--- config.mk ---
export PLATFORM = sky130hd
export DESIGN_NAME = midi_note_toggle_latch
export DESIGN_NICKNAME = d
export VERILOG_FILES = /design/src/rtl/core/mntl_pkg.sv /design/src/rtl/core/mntl_front.sv /design/src/rtl/core/mntl_queue.sv /design/src/rtl/core/mntl_back.sv /design/src/rtl/core/midi_note_toggle_latch.sv
export SDC_FILE = /design/constraint.sdc
export NUM_CORES = 1
export LEC_CHECK = 0
export ABC_AREA = 1
export CORE_UTILIZATION = 30
export DETAILED_ROUTE_END_ITERATION = 8
export DONT_BUFFER_PORTS = 1
export PLACE_DENSITY = 0.52
export SYNTH_ARGS = -nofsm -noshare
export SYNTH_HDL_FRONTEND = slang
export SYNTH_SLANG_ARGS = --single-unit
--- constraint.sdc ---
create_clock -name clk -period 5.71 [get_ports clk]
set_input_delay 0.8565 -clock clk [delete_from_list [all_inputs] [get_ports clk]]
set_output_delay 0.8565 -clock clk [all_outputs]
set_load 0.01 [all_outputs]
--- src/rtl/core/mntl_pkg.sv ---
package mntl_pkg;

    // Pad count the block is built for by default
    localparam int NUM_PADS_DEF = 16;

    // Most flips one item may cause
    localparam int MAX_FLIPS = 16;
    localparam int FLIP_CNT_W = $clog2(MAX_FLIPS);

    // Width of the toggle mask field
    localparam int MASK_W = 16;

    // Command queue between front and back (power of two)
    localparam int QDEPTH = 2;
    localparam int QPTR_W = $clog2(QDEPTH);

    // Pad table reset contents
    localparam int PAD_BASE_NOTE = 60;
    localparam logic [6:0] PAD_DEF_VEL = 7'd100;
    localparam logic [3:0] PAD_DEF_CHAN = 4'd0;    // channel 1, stored as channel - 1

    // MIDI encoding
    localparam logic [3:0] ST_NOTE_ON_HI = 4'h9;
    localparam logic [3:0] ST_NOTE_OFF_HI = 4'h8;
    localparam logic [1:0] MIDI_FULL_LEN = 2'd3;
    localparam logic [4:0] MIDI_MAX_CHAN = 5'd16;

    typedef enum logic [1:0] {
        OP_MIDI   = 2'd0,
        OP_MASK   = 2'd1,
        OP_WRITE  = 2'd2,
        OP_ALLOFF = 2'd3
    } op_t;

    typedef enum logic [2:0] {
        CMD_PASS,
        CMD_NOTE,
        CMD_MASK,
        CMD_ALLOFF,
        CMD_WRITE
    } cmd_kind_t;

    typedef enum logic {
        BK_IDLE,
        BK_SCAN
    } bk_state_t;

    typedef struct packed {
        logic [6:0] trig;
        logic [6:0] note;
        logic [6:0] vel;
        logic [3:0] chan;    // channel - 1
    } pad_t;

    typedef struct packed {
        cmd_kind_t         kind;
        logic [7:0]        st;
        logic [6:0]        d1;
        logic [6:0]        d2;
        logic [1:0]        len;
        logic [15:0]       pos;
        logic [MASK_W-1:0] mask;
        logic              wr_ok;
        logic [3:0]        idx;
        pad_t              entry;
    } cmd_t;

    typedef struct packed {
        logic valid;
        logic full;
    } qstat_t;

endpackage

--- src/rtl/core/mntl_front.sv ---
module mntl_front #(
    parameter int NUM_PADS = mntl_pkg::NUM_PADS_DEF
) (
    input  logic                      in_valid,
    output logic                      in_ready,
    input  logic [1:0]                op,
    input  logic [7:0]                status_byte,
    input  logic [6:0]                data_one,
    input  logic [6:0]                data_two,
    input  logic [1:0]                msg_len,
    input  logic [15:0]               sample_pos,
    input  logic [15:0]               toggle_mask,
    input  logic [3:0]                pad_index,
    input  logic [6:0]                new_trigger,
    input  logic [6:0]                new_out_note,
    input  logic [6:0]                new_velocity,
    input  logic [4:0]                new_channel,
    input  mntl_pkg::qstat_t          qstat,
    output logic                      push,
    output mntl_pkg::cmd_t            cmd
);

    logic note_on;

    assign in_ready = !qstat.full;
    assign push = in_valid && in_ready;

    assign note_on = (status_byte[7:4] == mntl_pkg::ST_NOTE_ON_HI)
                     && (msg_len == mntl_pkg::MIDI_FULL_LEN)
                     && (data_two != 7'd0);

    always_comb
    begin
        cmd = '0;
        cmd.kind = mntl_pkg::CMD_PASS;
        case (mntl_pkg::op_t'(op))
            mntl_pkg::OP_MIDI:
            begin
                cmd.kind = note_on ? mntl_pkg::CMD_NOTE : mntl_pkg::CMD_PASS;
                // zero the bytes beyond the message length
                cmd.st = (msg_len >= 2'd1) ? status_byte : 8'd0;
                cmd.d1 = (msg_len >= 2'd2) ? data_one : 7'd0;
                cmd.d2 = (msg_len >= 2'd3) ? data_two : 7'd0;
                cmd.len = msg_len;
                cmd.pos = sample_pos;
            end
            mntl_pkg::OP_MASK:
            begin
                cmd.kind = mntl_pkg::CMD_MASK;
                cmd.mask = toggle_mask;
            end
            mntl_pkg::OP_WRITE:
            begin
                cmd.kind = mntl_pkg::CMD_WRITE;
                cmd.wr_ok = int'(pad_index) < NUM_PADS;
                cmd.idx = pad_index;
                cmd.entry.trig = new_trigger;
                cmd.entry.note = new_out_note;
                cmd.entry.vel = (new_velocity == 7'd0) ? 7'd1 : new_velocity;
                if (new_channel == 5'd0)
                begin
                    cmd.entry.chan = 4'd0;
                end
                else if (new_channel > mntl_pkg::MIDI_MAX_CHAN)
                begin
                    cmd.entry.chan = 4'd15;
                end
                else
                begin
                    cmd.entry.chan = 4'(new_channel - 5'd1);
                end
            end
            mntl_pkg::OP_ALLOFF:
            begin
                cmd.kind = mntl_pkg::CMD_ALLOFF;
            end
            default:
            begin
                cmd.kind = mntl_pkg::CMD_PASS;
            end
        endcase
    end

endmodule

--- src/rtl/core/mntl_queue.sv ---
module mntl_queue (
    input  logic             clk,
    input  logic             rst_n,
    input  logic             push,
    input  mntl_pkg::cmd_t   cmd_in,
    input  logic             pop,
    output mntl_pkg::cmd_t   cmd_out,
    output mntl_pkg::qstat_t qstat
);

    mntl_pkg::cmd_t              slot_reg [mntl_pkg::QDEPTH];
    logic [mntl_pkg::QPTR_W-1:0] wr_ptr_reg, wr_ptr_next;
    logic [mntl_pkg::QPTR_W-1:0] rd_ptr_reg, rd_ptr_next;
    logic [mntl_pkg::QPTR_W:0]   count_reg, count_next;

    assign qstat.valid = (count_reg != '0);
    assign qstat.full = (count_reg == (mntl_pkg::QPTR_W + 1)'(mntl_pkg::QDEPTH));
    assign cmd_out = slot_reg[rd_ptr_reg];

    always_comb
    begin
        // pointers wrap on their own since the depth is a power of two
        wr_ptr_next = push ? wr_ptr_reg + 1'b1 : wr_ptr_reg;
        rd_ptr_next = pop ? rd_ptr_reg + 1'b1 : rd_ptr_reg;
        count_next = count_reg;
        if (push && !pop)
        begin
            count_next = count_reg + 1'b1;
        end
        else if (pop && !push)
        begin
            count_next = count_reg - 1'b1;
        end
    end

    always_ff @(posedge clk or negedge rst_n)
    begin
        if (!rst_n)
        begin
            wr_ptr_reg <= '0;
            rd_ptr_reg <= '0;
            count_reg <= '0;
        end
        else
        begin
            wr_ptr_reg <= wr_ptr_next;
            rd_ptr_reg <= rd_ptr_next;
            count_reg <= count_next;
        end
    end

    always_ff @(posedge clk)
    begin
        if (push)
        begin
            slot_reg[wr_ptr_reg] <= cmd_in;
        end
    end

endmodule

--- src/rtl/core/mntl_back.sv ---
module mntl_back #(
    parameter int NUM_PADS = mntl_pkg::NUM_PADS_DEF
) (
    input  logic           clk,
    input  logic           rst_n,
    input  logic           q_valid,
    input  mntl_pkg::cmd_t cmd,
    output logic           pop,
    output logic           out_valid,
    input  logic           out_ready,
    output logic [7:0]     out_status,
    output logic [6:0]     out_data_one,
    output logic [6:0]     out_data_two,
    output logic [1:0]     out_len,
    output logic [15:0]    out_sample_pos,
    output logic           last
);

    localparam int PAD_W = (NUM_PADS > 1) ? $clog2(NUM_PADS) : 1;
    localparam int CNT_W = mntl_pkg::FLIP_CNT_W;

    mntl_pkg::bk_state_t state_reg, state_next;
    mntl_pkg::pad_t      tbl_reg [NUM_PADS];
    mntl_pkg::pad_t      tbl_next [NUM_PADS];
    logic [NUM_PADS-1:0] latch_reg, latch_next;
    logic [NUM_PADS-1:0] set_reg, set_next;
    logic [CNT_W-1:0]    cnt_reg, cnt_next;

    logic                out_valid_reg, out_valid_next;
    logic [7:0]          out_status_reg, out_status_next;
    logic [6:0]          out_data_one_reg, out_data_one_next;
    logic [6:0]          out_data_two_reg, out_data_two_next;
    logic [1:0]          out_len_reg, out_len_next;
    logic [15:0]         out_sample_pos_reg, out_sample_pos_next;
    logic                last_reg, last_next;

    logic                       can_emit;
    logic                       load;
    logic                       last_flag;
    logic                       flip_en;
    logic [PAD_W-1:0]           flip_idx;
    logic [15:0]                flip_pos;
    logic                       wr_en;
    logic                       match_hit;
    logic [PAD_W-1:0]           match_idx;
    logic [PAD_W-1:0]           low_idx;
    logic [NUM_PADS-1:0]        rest;
    logic [NUM_PADS+mntl_pkg::MASK_W-1:0] mask_wide;
    logic [NUM_PADS-1:0]        mask_ext;
    mntl_pkg::pad_t             sel_pad;
    logic                       sel_old;

    assign can_emit = !out_valid_reg || out_ready;

    // mask bits beyond the pads drop out here
    assign mask_wide = {{NUM_PADS{1'b0}}, cmd.mask};
    assign mask_ext = mask_wide[NUM_PADS-1:0];

    // lowest pad whose trigger equals the note
    always_comb
    begin
        match_hit = 1'b0;
        match_idx = '0;
        for (int i = NUM_PADS - 1; i >= 0; i--)
        begin
            if (tbl_reg[i].trig == cmd.d1)
            begin
                match_hit = 1'b1;
                match_idx = PAD_W'(i);
            end
        end
    end

    // lowest pad still pending in the scan set
    always_comb
    begin
        low_idx = '0;
        for (int i = NUM_PADS - 1; i >= 0; i--)
        begin
            if (set_reg[i])
            begin
                low_idx = PAD_W'(i);
            end
        end
        rest = set_reg;
        rest[low_idx] = 1'b0;
    end

    always_comb
    begin
        state_next = state_reg;
        set_next = set_reg;
        cnt_next = cnt_reg;
        pop = 1'b0;
        load = 1'b0;
        last_flag = 1'b1;
        flip_en = 1'b0;
        flip_idx = low_idx;
        flip_pos = 16'd0;
        wr_en = 1'b0;
        case (state_reg)
            mntl_pkg::BK_IDLE:
            begin
                if (q_valid)
                begin
                    case (cmd.kind)
                        mntl_pkg::CMD_PASS:
                        begin
                            if (can_emit)
                            begin
                                pop = 1'b1;
                                load = 1'b1;
                            end
                        end
                        mntl_pkg::CMD_NOTE:
                        begin
                            if (can_emit)
                            begin
                                pop = 1'b1;
                                load = 1'b1;
                                if (match_hit)
                                begin
                                    flip_en = 1'b1;
                                    flip_idx = match_idx;
                                    flip_pos = cmd.pos;
                                end
                            end
                        end
                        mntl_pkg::CMD_MASK:
                        begin
                            pop = 1'b1;
                            set_next = mask_ext;
                            cnt_next = '0;
                            state_next = mntl_pkg::BK_SCAN;
                        end
                        mntl_pkg::CMD_ALLOFF:
                        begin
                            pop = 1'b1;
                            set_next = latch_reg;
                            cnt_next = '0;
                            state_next = mntl_pkg::BK_SCAN;
                        end
                        mntl_pkg::CMD_WRITE:
                        begin
                            pop = 1'b1;
                            wr_en = cmd.wr_ok;
                        end
                        default:
                        begin
                            pop = 1'b1;
                        end
                    endcase
                end
            end
            mntl_pkg::BK_SCAN:
            begin
                if (set_reg == '0)
                begin
                    state_next = mntl_pkg::BK_IDLE;
                end
                else if (can_emit)
                begin
                    load = 1'b1;
                    flip_en = 1'b1;
                    set_next = rest;
                    cnt_next = cnt_reg + 1'b1;
                    last_flag = (rest == '0)
                                || (cnt_reg == CNT_W'(mntl_pkg::MAX_FLIPS - 1));
                    if (last_flag)
                    begin
                        state_next = mntl_pkg::BK_IDLE;
                    end
                end
            end
            default:
            begin
                state_next = mntl_pkg::BK_IDLE;
            end
        endcase
    end

    assign sel_pad = tbl_reg[flip_idx];
    assign sel_old = latch_reg[flip_idx];

    always_comb
    begin
        latch_next = latch_reg;
        tbl_next = tbl_reg;
        if (flip_en)
        begin
            latch_next[flip_idx] = !sel_old;
        end
        if (wr_en)
        begin
            latch_next[PAD_W'(cmd.idx)] = 1'b0;
            tbl_next[PAD_W'(cmd.idx)] = cmd.entry;
        end
    end

    always_comb
    begin
        out_valid_next = out_valid_reg;
        out_status_next = out_status_reg;
        out_data_one_next = out_data_one_reg;
        out_data_two_next = out_data_two_reg;
        out_len_next = out_len_reg;
        out_sample_pos_next = out_sample_pos_reg;
        last_next = last_reg;
        if (load)
        begin
            out_valid_next = 1'b1;
            last_next = last_flag;
            if (flip_en)
            begin
                // unlatched pad goes on, latched pad goes off
                out_status_next = {sel_old ? mntl_pkg::ST_NOTE_OFF_HI
                                           : mntl_pkg::ST_NOTE_ON_HI, sel_pad.chan};
                out_data_one_next = sel_pad.note;
                out_data_two_next = sel_old ? 7'd0 : sel_pad.vel;
                out_len_next = mntl_pkg::MIDI_FULL_LEN;
                out_sample_pos_next = flip_pos;
            end
            else
            begin
                out_status_next = cmd.st;
                out_data_one_next = cmd.d1;
                out_data_two_next = cmd.d2;
                out_len_next = cmd.len;
                out_sample_pos_next = cmd.pos;
            end
        end
        else if (out_ready)
        begin
            out_valid_next = 1'b0;
        end
    end

    always_ff @(posedge clk or negedge rst_n)
    begin
        if (!rst_n)
        begin
            state_reg <= mntl_pkg::BK_IDLE;
            set_reg <= '0;
            cnt_reg <= '0;
            latch_reg <= '0;
            out_valid_reg <= 1'b0;
            for (int i = 0; i < NUM_PADS; i++)
            begin
                tbl_reg[i].trig <= 7'(mntl_pkg::PAD_BASE_NOTE + i);
                tbl_reg[i].note <= 7'(mntl_pkg::PAD_BASE_NOTE + i);
                tbl_reg[i].vel <= mntl_pkg::PAD_DEF_VEL;
                tbl_reg[i].chan <= mntl_pkg::PAD_DEF_CHAN;
            end
        end
        else
        begin
            state_reg <= state_next;
            set_reg <= set_next;
            cnt_reg <= cnt_next;
            latch_reg <= latch_next;
            out_valid_reg <= out_valid_next;
            tbl_reg <= tbl_next;
        end
    end

    always_ff @(posedge clk)
    begin
        out_status_reg <= out_status_next;
        out_data_one_reg <= out_data_one_next;
        out_data_two_reg <= out_data_two_next;
        out_len_reg <= out_len_next;
        out_sample_pos_reg <= out_sample_pos_next;
        last_reg <= last_next;
    end

    assign out_valid = out_valid_reg;
    assign out_status = out_status_reg;
    assign out_data_one = out_data_one_reg;
    assign out_data_two = out_data_two_reg;
    assign out_len = out_len_reg;
    assign out_sample_pos = out_sample_pos_reg;
    assign last = last_reg;

endmodule

--- src/rtl/core/midi_note_toggle_latch.sv ---
// Pad latch for MIDI notes: a table of NUM_PADS pads, each with a latch bit.
// Input channel (in_valid/in_ready) takes one beat per item: a short MIDI
// message, a toggle mask, a pad write or an all-off request, selected by op.
// Output channel (out_valid/out_ready) gives result beats; last marks the
// final beat of an item. Pad writes and empty toggles give no beat at all.
// A MIDI item passes through the command queue and then the output
// register before it shows on the output.
// The back end takes a MIDI item or pad write from the head of the queue, a
// MIDI item only once the output can take a beat. A toggle mask or all-off
// first loads its pad set, then its scan flips one pad per cycle while the
// output can take a beat, up to sixteen flips. A two-entry command queue
// sits between the front end and the back end, so the input keeps taking
// beats while the back end works or waits on the output.
// Reset clears all latches and loads each pad i with trigger and output note
// 60+i, velocity 100, channel 1. Out of reset the block is ready at once.
// When the receiver stalls, the output register holds its beat, the back end
// stops sending beats, and in_ready drops once the queue fills.
module midi_note_toggle_latch #(
    parameter int NUM_PADS = mntl_pkg::NUM_PADS_DEF
) (
    input  logic        clk,
    input  logic        rst_n,
    input  logic        in_valid,
    output logic        in_ready,
    input  logic [1:0]  op,
    input  logic [7:0]  status_byte,
    input  logic [6:0]  data_one,
    input  logic [6:0]  data_two,
    input  logic [1:0]  msg_len,
    input  logic [15:0] sample_pos,
    input  logic [15:0] toggle_mask,
    input  logic [3:0]  pad_index,
    input  logic [6:0]  new_trigger,
    input  logic [6:0]  new_out_note,
    input  logic [6:0]  new_velocity,
    input  logic [4:0]  new_channel,
    output logic        out_valid,
    input  logic        out_ready,
    output logic [7:0]  out_status,
    output logic [6:0]  out_data_one,
    output logic [6:0]  out_data_two,
    output logic [1:0]  out_len,
    output logic [15:0] out_sample_pos,
    output logic        last
);

    mntl_pkg::cmd_t   front_cmd;
    mntl_pkg::cmd_t   back_cmd;
    mntl_pkg::qstat_t qstat;
    logic             push;
    logic             pop;

    // Classify the incoming beat and clamp pad write values
    mntl_front #(
        .NUM_PADS(NUM_PADS)
    ) u_front (
        .in_valid    (in_valid),
        .in_ready    (in_ready),
        .op          (op),
        .status_byte (status_byte),
        .data_one    (data_one),
        .data_two    (data_two),
        .msg_len     (msg_len),
        .sample_pos  (sample_pos),
        .toggle_mask (toggle_mask),
        .pad_index   (pad_index),
        .new_trigger (new_trigger),
        .new_out_note(new_out_note),
        .new_velocity(new_velocity),
        .new_channel (new_channel),
        .qstat       (qstat),
        .push        (push),
        .cmd         (front_cmd)
    );

    // Hold commands so front and back stall independently
    mntl_queue u_queue (
        .clk    (clk),
        .rst_n  (rst_n),
        .push   (push),
        .cmd_in (front_cmd),
        .pop    (pop),
        .cmd_out(back_cmd),
        .qstat  (qstat)
    );

    // Match triggers, flip latches, update the table and drive result beats
    mntl_back #(
        .NUM_PADS(NUM_PADS)
    ) u_back (
        .clk           (clk),
        .rst_n         (rst_n),
        .q_valid       (qstat.valid),
        .cmd           (back_cmd),
        .pop           (pop),
        .out_valid     (out_valid),
        .out_ready     (out_ready),
        .out_status    (out_status),
        .out_data_one  (out_data_one),
        .out_data_two  (out_data_two),
        .out_len       (out_len),
        .out_sample_pos(out_sample_pos),
        .last          (last)
    );

    // A beat taken into an empty queue is visible to the back end next cycle
    a_queue_fill: assert property (@(posedge clk) disable iff (!rst_n)
        (push && !qstat.valid) |=> qstat.valid)
        else $error("queued command not visible to back end");

    // Short passed messages are always the only beat of their item
    a_short_last: assert property (@(posedge clk) disable iff (!rst_n)
        (out_valid && (out_len != mntl_pkg::MIDI_FULL_LEN)) |-> last)
        else $error("short message beat not marked last");

    // Toggle and all-off beats carry position zero; MIDI items give one beat
    a_pos_last: assert property (@(posedge clk) disable iff (!rst_n)
        (out_valid && (out_sample_pos != 16'd0)) |-> last)
        else $error("timestamped beat not marked last");

endmodule

==> impl_results.html <==
<table>
<tr><th>Metric</th><th>Value</th></tr>
<tr><th colspan="2">Outcome</th></tr>
<tr><td>Status</td><td>complete, but fails checks</td></tr>
<tr><td>Violated checks</td><td>slew limit</td></tr>
<tr><th colspan="2">Clock tree</th></tr>
<tr><td>CTS tree</td><td>yes</td></tr>
<tr><td>Clock tree root buffer cell</td><td>sky130_fd_sc_hd__clkbuf_16</td></tr>
<tr><td>Worst skew pair latency</td><td>0.64 ns</td></tr>
<tr><td>Maximum level of the CTS H-tree</td><td>3</td></tr>
<tr><td>Worst-case clock buffer depth</td><td>3</td></tr>
<tr><td>Total number of clock tree sinks</td><td>between 600 and 700</td></tr>
<tr><td>Total CTS buffers</td><td>71</td></tr>
<tr><td>Clock-pin slew on the worst setup and hold paths</td><td>0.06 ns</td></tr>
<tr><td>Post-CTS setup repair buffer count</td><td>0</td></tr>
<tr><th colspan="2">Synthesis</th></tr>
<tr><td>Mapped Area</td><td>approximately 0.03 mm2</td></tr>
<tr><td>Portion of the post-synthesis area used by sequential elements</td><td>0.581</td></tr>
<tr><td>Number of enable flip-flop cells after synthesis</td><td>217</td></tr>
<tr><td>Synthesis Warnings</td><td>0</td></tr>
<tr><td>Top cell type's share of synthesized area</td><td>0.237</td></tr>
<tr><td>Post-synthesis cell count</td><td>3,490</td></tr>
<tr><td>Main area contributors after synthesis</td><td>sky130_fd_sc_hd__dfrtp_1 24%, sky130_fd_sc_hd__edfxtp_1 21%, sky130_fd_sc_hd__nand2_1 15%</td></tr>
<tr><td>Seq cells post-synth</td><td>659</td></tr>
<tr><td>Most instantiated flip-flop cell in the synthesis netlist</td><td>sky130_fd_sc_hd__dfrtp_1</td></tr>
<tr><td>Number of distinct standard cells referenced by the synthesized netlist</td><td>43</td></tr>
<tr><td>Cell accounting for the most synthesized area</td><td>sky130_fd_sc_hd__dfrtp_1</td></tr>
<tr><td>Synthesized net count</td><td>3,585</td></tr>
<tr><td>Avg Synthesized Cell Area</td><td>8.76 um2</td></tr>
<tr><td>Async set-or-reset flop fraction in the synthesized netlist</td><td>0.671</td></tr>
<tr><th colspan="2">Floorplan</th></tr>
<tr><td>Starting density of the core</td><td>0.304</td></tr>
<tr><td>Die outline width</td><td>321 um</td></tr>
<tr><td>Total I/O pin count</td><td>135</td></tr>
<tr><td>Floorplan row count</td><td>116</td></tr>
<tr><td>DIE HEIGHT</td><td>321 um</td></tr>
<tr><td>Total die area</td><td>0.103 mm2</td></tr>
<tr><td>Core Region</td><td>0.101 mm2</td></tr>
<tr><th colspan="2">Global route</th></tr>
<tr><td>Tot GR Track Use</td><td>0.173</td></tr>
<tr><td>Pin count of the biggest net entering global routing</td><td>roughly 440</td></tr>
<tr><td>Wire length of the first global-routing pass</td><td>about 140,000 um</td></tr>
<tr><td>Via count of the first global-routing pass</td><td>21,900</td></tr>
<tr><td>Remaining global-route overflow</td><td>0</td></tr>
<tr><td>Initial antenna violation count</td><td>3</td></tr>
<tr><th colspan="2">Critical path</th></tr>
<tr><td>Data arrival at the endpoint of the critical path</td><td>5.14 ns</td></tr>
<tr><td>Reg2reg end</td><td>u_back.out_data_one[5]</td></tr>
<tr><td>Register-to-register setup slack</td><td>around 0.95 ns</td></tr>
<tr><td>WP data required</td><td>6.09 ns</td></tr>
<tr><td>Launching element type of the critical path</td><td>flop</td></tr>
<tr><td>Depth of the most critical reg-to-reg path</td><td>22</td></tr>
<tr><td>CP endpoint kind</td><td>flop</td></tr>
<tr><td>Cell repeated most along the worst path</td><td>sky130_fd_sc_hd__nand2_1</td></tr>
<tr><td>Critical Setup Path Class</td><td>flop to flop</td></tr>
<tr><td>Slowest stage cell, crit path</td><td>sky130_fd_sc_hd__dfrtp_4</td></tr>
<tr><td>Maximum fanout along the worst path</td><td>37</td></tr>
<tr><td>R2r startpoint</td><td>u_queue.rd_ptr_reg</td></tr>
<tr><td>Maximum single-stage delay on the critical path</td><td>0.57 ns</td></tr>
<tr><td>Crit path cell chain</td><td>inv_2, nand2_1, nand2_2, xnor2_1, nand3b_1, nor4_1, nor2_1, nand2_1, nor2_1, nand2_2, nand3_4, nor2_4, nand2_1, nand2_4, nor2_4, buf_4, nand2_1, nand4_1, nand2_1, nand3_1, nor2_1, nor2_1</td></tr>
<tr><th colspan="2">Layout</th></tr>
<tr><td>Number of inserted diodes</td><td>0</td></tr>
<tr><td>Net total in the final layout</td><td>roughly 3,500</td></tr>
<tr><td>Register area</td><td>between 0.015 and 0.02 mm2</td></tr>
<tr><td>Growth of design area from synthesis to finish</td><td>12.5%</td></tr>
<tr><td>Number of flip-flops in the largest register</td><td>400</td></tr>
<tr><td>Top library cells by usage in the layout, fill and taps aside</td><td>1,209 x sky130_fd_sc_hd__nand2_1, 467 x sky130_fd_sc_hd__o21ai_0, 289 x sky130_fd_sc_hd__dfrtp_1</td></tr>
<tr><td>Proportion of layout cells with a drive suffix above 1</td><td>0.116</td></tr>
<tr><td>Multi-input logic area</td><td>0.0112 mm2</td></tr>
<tr><td>Most common cell after layout, fill and taps aside</td><td>sky130_fd_sc_hd__nand2_1</td></tr>
<tr><td>Final-layout fill cell count</td><td>~10,000</td></tr>
<tr><td>Final cell count without fillers</td><td>4,836</td></tr>
<tr><th colspan="2">STA</th></tr>
<tr><td>Slew headroom</td><td>-0.190</td></tr>
<tr><td>Minimum hold slack</td><td>0.0854 ns</td></tr>
<tr><td>Peak Freq</td><td>between 0.2 and 0.25 GHz</td></tr>
<tr><td>Final setup skew</td><td>0.0297 ns</td></tr>
<tr><td>Time the final worst path needs with I/O delays and setup</td><td>~4.8 ns</td></tr>
<tr><td>Actual slew at the worst max-slew pin</td><td>1.79 ns</td></tr>
<tr><td>Final setup slack of the worst path</td><td>0.948 ns</td></tr>
<tr><td>Final-report hold violation count</td><td>0</td></tr>
<tr><td>Max-slew violation count</td><td>215</td></tr>
<tr><td>Final setup violation count</td><td>0</td></tr>
<tr><td>Setup repair after global routing missed its margin</td><td>false</td></tr>
<tr><td>Share of the cycle needed by the critical path after routing</td><td>0.834</td></tr>
<tr><td>Summed negative setup slack over all endpoints</td><td>0 ns</td></tr>
<tr><th colspan="2">Pwr</th></tr>
<tr><td>Areal power density over the cells</td><td>569 mW/mm2</td></tr>
<tr><td>Switching portion of total power</td><td>0.410</td></tr>
<tr><td>Fraction of power consumed by sequential logic</td><td>0.387</td></tr>
<tr><td>Static leakage</td><td>0.0145 uW</td></tr>
<tr><td>Peak supply drop</td><td>0.000388 V</td></tr>
<tr><td>Portion of total power attributed to combinational logic</td><td>0.374</td></tr>
<tr><td>Net switching power of the design</td><td>around 8000 uW</td></tr>
<tr><td>P_int</td><td>11,600 uW</td></tr>
<tr><td>Part of the total power dissipated in the clock network</td><td>0.239</td></tr>
<tr><th colspan="2">Drt</th></tr>
<tr><td>Vias</td><td>roughly 23,000</td></tr>
<tr><td>Number of design rule violations left after detail routing</td><td>0</td></tr>
<tr><td>Count of TritonRoute iterations in the first routing pass</td><td>5</td></tr>
<tr><td>ANT nets after route</td><td>0</td></tr>
<tr><td>Total wire length after detailed routing</td><td>89,600 um</td></tr>
<tr><td>Vias per inst</td><td>4.74</td></tr>
<tr><td>Post-detailed-route wirelength per cell</td><td>approximately 19 um</td></tr>
<tr><td>Number of DRC violations after detailed-routing iteration 0</td><td>1,989</td></tr>
<tr><th colspan="2">Run</th></tr>
<tr><td>Max-cap violation count</td><td>0</td></tr>
<tr><th colspan="2">Place</th></tr>
<tr><td>Post-placement cell count</td><td>roughly 4,700</td></tr>
<tr><td>Routability congestion estimate</td><td>between 0.8 and 0.9</td></tr>
<tr><td>Post-place setup slack</td><td>0.955 ns</td></tr>
<tr><td>Port Buf Inserts</td><td>0</td></tr>
<tr><td>Final HPWL DP</td><td>around 54,000 um</td></tr>
<tr><th colspan="2">Min path</th></tr>
<tr><td>Hold Path Class</td><td>primary input to async pin</td></tr>
</table>
timing repair:
item | 4_1_cts | 5_1_grt
gates resized for setup | 0 | 0
hold endpoints to repair | 290 | 30
setup endpoints to repair | 0 | 0
worst max-delay path: cells and delay by family, from the launching register on:
family,cells,cell delay (ns)
XOR/XNOR,1,0.18
buffers and inverters,2,0.57
flip-flops,1,0.57
AND/OR/NAND/NOR,19,3.14
worst max-delay path by stage:
stage	start	to	slack [ns]	depth (start not counted)
6_report	u_queue.rd_ptr_reg	u_back.out_data_one[5]	0.95	22
5_1_grt	u_queue.rd_ptr_reg	u_back.out_data_one[3]	0.58	32
4_1_cts	u_queue.rd_ptr_reg	flop	0.95	20
3_5_place_dp	u_queue.rd_ptr_reg	u_back.out_data_one[5]	0.96	22
3_3_place_gp	u_queue.rd_ptr_reg	u_back.out_data_one[5]	1.06	18
2_1_floorplan	in_valid	u_queue.slot_reg[1][0]	0.54	2
kinds of logic (layout without fill, tap and decap cells):
| group | Yosys count | in the layout | share of synthesized area |
|---|---|---|---|
| muxes | 27 | 27 | 0.00884 |
| adders and majority gates | 3 | 3 | 0.00123 |
| DFF | 659 | 659 | 0.581 |
| AOI/OAI and AO/OA | 610 | 610 | 0.103 |
| and+or+nand+nor | 1660 | 1660 | 0.221 |
| buffers and inverters | 434 | 423 | 0.0579 |
| xor gates and xnor gates | 97 | 97 | 0.0278 |
final cells by class:
cell class | count | share of cell area
Sequential cell | 659 | 0.517
Multi-Input combinational cell | 2397 | 0.325
Clock buffer | 106 | 0.0603
Tap cell | 1357 | 0.0494
Timing Repair Buffer | 63 | 0.0163
Clock inverter | 26 | 0.00789
Inverter | 228 | 0.0249
layer usage:
layer  share of wire  global-route usage
met1            0.46               0.240
met2            0.47               0.281
met3           0.049              0.0280
met4           0.019              0.0404
met5               0                   0
power by group through the flow:
stage	sequential (uW)	clock (uW)	combinational [uW]
after floorplan	7390	0	5200
after global routing	7760	4960	8220
after global placement	7660	0	7360
after CTS	7600	4780	7420
after detailed placement	7660	0	7400
final	7590	4670	7330
metrics by stage:
| step | cell area, um2 | power, uW | utilization |
|---|---|---|---|
| 3_3_place_gp | 32000 | 15000 | 0.318 |
| 3_5_place_dp | 32000 | 15100 | 0.318 |
| 2_1_floorplan | 30600 | 12600 | - |
| 6_report | 34400 | 19600 | 0.342 |
| 4_1_cts | 34400 | 19800 | 0.342 |
| 5_1_grt | 34400 | 20900 | 0.342 |
synth_stat cells (14+ instances only):
cell and n:
sky130_fd_sc_hd__nand2_1 1225, sky130_fd_sc_hd__dfstp_2 152, sky130_fd_sc_hd__or2_2 16, sky130_fd_sc_hd__nand3b_1 15, sky130_fd_sc_hd__clkbuf_1 152, sky130_fd_sc_hd__nand4_1 34
sky130_fd_sc_hd__nor4_1 14, sky130_fd_sc_hd__xnor2_1 57, sky130_fd_sc_hd__buf_4 14, sky130_fd_sc_hd__mux2i_1 27, sky130_fd_sc_hd__nor2_1 202, sky130_fd_sc_hd__nand3_1 114
sky130_fd_sc_hd__buf_2 17, sky130_fd_sc_hd__a21oi_1 51, sky130_fd_sc_hd__inv_1 219, sky130_fd_sc_hd__xor2_1 40, sky130_fd_sc_hd__buf_1 14, sky130_fd_sc_hd__edfxtp_1 217
sky130_fd_sc_hd__dfrtp_1 290, sky130_fd_sc_hd__o21ai_1 59, sky130_fd_sc_hd__o21ai_0 467
Note: power is estimated with default switching activity, not from simulation.
